`src/hdl/pct_pkg.sv`:
```
// Shared types and constants for the page completion tracker.
// Used by the controller, the datapath, the top level and the checker.
package pct_pkg;

  localparam int ADDR_W = 48;
  localparam int CNT_W  = 13;
  localparam int PIS_W  = 8;
  localparam int KIND_W = 3;
  localparam logic [CNT_W-1:0] COUNT_MAX = 13'd8191;

  // Result kinds
  localparam logic [KIND_W-1:0] K_ACCEPTED = 3'd0;
  localparam logic [KIND_W-1:0] K_DROPPED  = 3'd1;
  localparam logic [KIND_W-1:0] K_RETIRED  = 3'd2;
  localparam logic [KIND_W-1:0] K_LIST     = 3'd3;
  localparam logic [KIND_W-1:0] K_DONE     = 3'd4;
  localparam logic [KIND_W-1:0] K_FULL     = 3'd5;

  // Operations
  localparam logic OP_INSERT = 1'b0;
  localparam logic OP_DRAIN  = 1'b1;

  typedef enum logic [2:0] {
    S_IDLE,
    S_MOD,
    S_PROBE,
    S_PCHK,
    S_DRAIN,
    S_DCHK
  } state_t;

  // Controller to datapath
  typedef struct packed {
    logic load;        // capture the input beat
    logic mod_step;    // one step of the slot residue
    logic rd_slot;     // read the probe slot
    logic probe_next;  // advance the probe
    logic ins_new;     // insert into a free slot
    logic ins_hit;     // insert into the matching slot
    logic emit_full;   // report table full
    logic rd_cursor;   // read the drain slot
    logic drain_next;  // advance the drain cursor
    logic drain_emit;  // return the drained list
    logic drain_done;  // clear the table
  } cmd_t;

  // Datapath to controller
  typedef struct packed {
    logic mod_done;
    logic slot_valid;
    logic match;
    logic probe_last;
    logic cursor_end;
    logic cur_valid;
    logic live;
    logic out_free;
  } stat_t;

endpackage

```
`src/hdl/pct_ctrl.sv`:
```
// Controller state machine of the page completion tracker.
// Depends on pct_pkg; drives pct_dp through cmd_t and reads stat_t.
module pct_ctrl
  import pct_pkg::*;
(
  input  logic  clk,
  input  logic  rst_n,
  input  logic  in_valid,
  input  logic  in_operation,
  output logic  in_stall,
  input  stat_t stat,
  output cmd_t  cmd
);

  state_t state_r, state_nxt;

  // Hold the state
  always_ff @(posedge clk) begin
    if (!rst_n) begin
      state_r <= S_IDLE;
    end else begin
      state_r <= state_nxt;
    end
  end

  assign in_stall = (state_r != S_IDLE);

  // Sequence one beat at a time
  always_comb begin
    state_nxt = state_r;
    cmd       = '0;
    unique case (state_r)
      S_IDLE: begin
        if (in_valid) begin
          cmd.load  = 1'b1;
          state_nxt = (in_operation == OP_DRAIN) ? S_DRAIN : S_MOD;
        end
      end
      S_MOD: begin
        if (stat.mod_done) begin
          state_nxt = S_PROBE;
        end else begin
          cmd.mod_step = 1'b1;
        end
      end
      S_PROBE: begin
        if (!stat.slot_valid) begin
          if (stat.out_free) begin
            cmd.ins_new = 1'b1;
            state_nxt   = S_IDLE;
          end
        end else begin
          cmd.rd_slot = 1'b1;
          state_nxt   = S_PCHK;
        end
      end
      S_PCHK: begin
        priority if (stat.match) begin
          if (stat.out_free) begin
            cmd.ins_hit = 1'b1;
            state_nxt   = S_IDLE;
          end
        end else if (stat.probe_last) begin
          if (stat.out_free) begin
            cmd.emit_full = 1'b1;
            state_nxt     = S_IDLE;
          end
        end else begin
          cmd.probe_next = 1'b1;
          state_nxt      = S_PROBE;
        end
      end
      S_DRAIN: begin
        priority if (stat.cursor_end) begin
          if (stat.out_free) begin
            cmd.drain_done = 1'b1;
            state_nxt      = S_IDLE;
          end
        end else if (!stat.cur_valid) begin
          cmd.drain_next = 1'b1;
        end else begin
          cmd.rd_cursor = 1'b1;
          state_nxt     = S_DCHK;
        end
      end
      S_DCHK: begin
        if (stat.live) begin
          if (stat.out_free) begin
            cmd.drain_emit = 1'b1;
            state_nxt      = S_IDLE;
          end else begin
            // Keep the drain slot on the read port while the result waits
            cmd.rd_cursor = 1'b1;
          end
        end else begin
          cmd.drain_next = 1'b1;
          state_nxt      = S_DRAIN;
        end
      end
      default: state_nxt = S_IDLE;
    endcase
  end

endmodule

```
`config.mk`:
```
export PLATFORM = sky130hd
export DESIGN_NAME = pct_ctrl
export DESIGN_NICKNAME = d
export VERILOG_FILES = /design/src/hdl/pct_pkg.sv /design/src/hdl/pct_ctrl.sv
export SDC_FILE = /design/constraint.sdc
export NUM_CORES = 1
export LEC_CHECK = 0
export BUFFER_PORTS_ARGS = -buffer_cell sky130_fd_sc_hd__buf_2
export CORE_MARGIN = 2
export CORE_UTILIZATION = 26
export DETAILED_ROUTE_END_ITERATION = 10
export HOLD_SLACK_MARGIN = 0.12
export PLACE_DENSITY = 0.58
export SLEW_MARGIN = 10
export SYNTH_ARGS = -nofsm -noshare
export SYNTH_HDL_FRONTEND = slang
export SYNTH_SLANG_ARGS = --single-unit
```
`constraint.sdc`:
```
create_clock -name clk -period 1.4 [get_ports clk]
set_clock_uncertainty 0.15 [all_clocks]
set_input_delay 0.07 -clock clk [delete_from_list [all_inputs] [get_ports clk]]
set_output_delay 0.07 -clock clk [all_outputs]
set_load 0.05 [all_outputs]
```
== Yosys cells after proc, flatten, opt, wreduce, memory -nomap -nowiden ==
Index checks and enable logic that the tools add are counted.
Operators by class
  bitwise gates (word level): 0
  div/mod/pow operators: 0
  eq/ne operators: 8
  add/sub/neg operators: 0
  shifts and indexed selects: 0
  multipliers: 0
  magnitude comparators: 0
  multiplexer cells: 38
  reductions and logical operators: 3
Operators by type and width (count)
  $mux W3: 10
  $mux W1: 24
  $pmux W3 S6: 1
  $eq A3 B2 Y1 const B: 2
  $eq A3 B3 Y1 const B: 2
  $mux W2: 2
  $ne A2 B2 Y1 const B: 2
  $pmux W2 S2: 1
  $eq A3 B1 Y1 const B: 1
  $logic_not A3 Y1: 1
  $ne A3 B3 Y1 const B: 1
  $reduce_and A3 Y1: 1
  $reduce_bool A3 Y1: 1
Word-level totals
  input bits: 12
  RAM bits: 0
  bits in latches: 0
  bits in read-only memories: 0
  memories: 0
  output and inout port bits: 12
  bits in registers: 3

== Logic depth before layout (Yosys ltp) ==
  depth after elaboration: 4
  gate-level depth with buffers: 5
  depth with buffers taken out: 4

== Least setup slack after synthesis ==
Ideal clock, no wire load.
  path kind: register to output
  start point: reg state_r[2]
  end point: out cmd[4] (netlist bit)
  setup slack: -1.095 ns
  path buffers: 1
  stages on the path, launching flop included: 4
  data required time: 1.180 ns
  arrival time: 2.275 ns
  path through: dfxtp_1 > buf_6 > nand2b_1 > nor4b_1
RTL lines
  from (decl): line pct_ctrl.sv:15  | state_t state_r, state_nxt;
  from (signal assigned): line pct_ctrl.sv:22  | state_r <= state_nxt;
  to (decl): line pct_ctrl.sv:12  | output cmd_t cmd

==> impl_metrics.ini <==
[critical_path]
worst_ep_arrival_time_ns = 1.29
reg2reg_depth = 5
crit_path_end_kind = primary output
crit_type = reg -> out
r2r_end = state_r[0]
crit-reg2reg-launch = state_r[0]
required_ns = 1.18
cp-endpoint = cmd[3]
start_kind = flip-flop
r2r_slack_ns = 0.02
startpoint = state_r[0]
cp_max_fo = 5

[layout]
final_area_um2 = 996
fillCellCount = 101
area_delta_synth_final_pct = 164
n_antenna_cell = 0
fin_nets = 111
drive_gt1_frac = 0.745
reg.largest.list = state_r: 3 flops
top_register = state_r
largest_register_ffs = 3

[pwr]
switching_share = 0.449
cellPowerDensity_nw_per_um2 = 820
power.leakage_nw = 0.409
seqPwrFrac = 0.146
p_comb_frac = 0.658
peakVddDrop_uv = 621
intPower_mw = 0.450
clockPowerShare = 0.197
switchingPower_mw = 0.367

[cts]
clk_latency_ns = 0.24
clock_path_buffers = 2
clock-sinks = 3
cts_buffers = 3
clk_pin_slew_ns = 0.04
cts_max_level = 1
tritoncts = built
root_buffer = clkbuf_4

[synthesis]
syn_area_um2 = 378
synth.avg_cell_area_um2 = 7.13
yosysSeqAreaShare = 0.159
postSynthCellCount = 53
yosysTopAreaCell = dfxtp_1
synth_top_area_share = 0.159
synth_cell_type_count = 25
synth_seq_cells = 3
yosys-top-cells-area = dfxtp_1 16%, a2111oi_2 7.9%, nor2_1 7.0%
synth_nets = 65
yosysWarnings = 0

[drt]
vias = 600
antenna_left = 0
first_pass_iters = 4
postRouteWirelength_um = 1640
initialDrtViolationCount = 4
post_drt_wl_per_cell_um = 14.5
via_per_inst = 5.31
drc = 0

[global_routing]
grt_usage = 0.177
grt_pass1_vias = 562
use_met3 = 0.0302
antenna_found_initial = 0
grt-busiest-layer = met2
grt_start_max_net_pins = 9
grt_pass1_wl_um = 2430
use_met1 = 0.196
use_met2 = 0.338
grt-ovfl-total = 0

[timing]
finalCritPeriodShare = 1.08
whs_ns = 0.122
rsz0062_at_grt = true
timing.final.ws_setup_ns = -0.108
fmax_ghz = 0.663
max_slew_margin = 0.795
setup_viol = 8
drv_slew = 0
hold_viol = 0
post-route-min-period_ns = 1.51
worst_pin_slew_ns = 0.306

[placement]
port_buffers = 23
dpl.hpwl_um = 945
placed_cell_area_um2 = 636
routabilityCongestion = 0.782

[job]
maxCapViolCount = 0

[floorplan]
ios = 24
start_util = 0.283
die_width_um = 42.1
core_area_um2 = 1330
design.die.area_um2 = 1770
rows = 13
die_h_um = 42.1

[run_status]
outcome = finished, violations left
violations = negative setup slack

[worst_hold_path]
hp-class = in -> reg
cell usage in the layout, fill, tap and decap left out, types with 3 or more instances in the layout:
cell type / n
nand2_1: 5
buf_2: 11
nand2b_4: 3
inv_1: 4
dlygate4sd3_1: 6
buf_6: 18
clkbuf_4: 3
nor2_4: 4
buf_4: 9
dfxtp_4: 3
worst max-delay path, cell delays in order (launching register included):
cell	delay, ns
dfxtp_4	0.36
inv_2	0.04
or3_4	0.34
a21oi_4	0.14
buf_6	0.17
cells by family (layout without fill, tap and decap cells):
logic type             count (synthesis)  after routing  share of synthesized area
AOI/OAI and AO/OA                     12             12                      0.252
DFF                                    3              3                      0.159
buffers and inverters                  8             53                      0.119
and+or+nand+nor                       30             30                      0.470
worst min-delay path by stage:
| stage | startpoint | end | slack (ns) | cells after the start |
|---|---|---|---|---|
| 2_1_floorplan | stat[0] | state_r[2] | 0.01 | 1 |
| 3_3_place_gp | rst_n | state_r[0] | 0.19 | 3 |
| 3_5_place_dp | rst_n | state_r[0] | 0.20 | 3 |
| 4_1_cts | stat[4] | state_r[1] | 0.10 | 4 |
| 5_1_grt | stat[4] | state_r[1] | 0.14 | 4 |
| 6_report | stat[4] | state_r[1] | 0.12 | 4 |
repair_timing:
action                                 in CTS  in global routing
setup endpoints to repair                  13                 14
hold buffers                                6                  0
pin swaps                                  10                  4
resized for setup                          40                 19
buffers inserted                            6                  1
gates cloned                                0                  0
endpoints found under the hold margin       3                  0
metrics by stage:
step           utilization  setup TNS, ns  setup slack, ns  std cells  total power, mW
2_1_floorplan            -          -1.23           -0.166         53            0.376
3_3_place_gp         0.477        -0.0374          -0.0374         97            0.475
3_5_place_dp         0.477        -0.0205          -0.0196         97            0.478
4_1_cts              0.672         -0.296          -0.0792        113            0.736
5_1_grt              0.747         -0.782           -0.137        113            0.858
6_report             0.747         -0.374           -0.108        113            0.817
cell type report:
class,count,area (um2),share of cell area
inverter,5,18.8,0.0188
sequential,3,71.3,0.0716
clock buffer,4,26.3,0.0264
timing repair buffer,44,385,0.387
multi-input combinational,42,475,0.477
tap,15,18.8,0.0188
Yosys cell counts (all sizes together):
cell type	count
o31ai	1
nor4	1
nor2b	2
nand3	1
dfxtp	3
o211ai	1
o21ai	3
nor4b	3
or3	2
a221oi	1
nor3	4
a31oi	1
nand2	6
inv	5
a21oi	3
buf	3
nor2	7
and3	1
nand2b	3
a2111oi	2
metal layers:
metal	share of wire	vias to the layer above
li1	-	279
met1	0.35	284
met2	0.54	31
met3	0.068	6
met4	0.038	0
met5	0	-
power by group through the flow:
stage                     Clock (mW)  Sequential, mW  Combinational, mW
after floorplan                    0           0.108              0.269
after global placement             0           0.116              0.359
after detailed placement           0           0.117              0.361
after CTS                      0.158           0.118              0.461
after global routing           0.172           0.121              0.564
final                          0.161           0.119              0.537
Power figures use the tool's default switching activity.
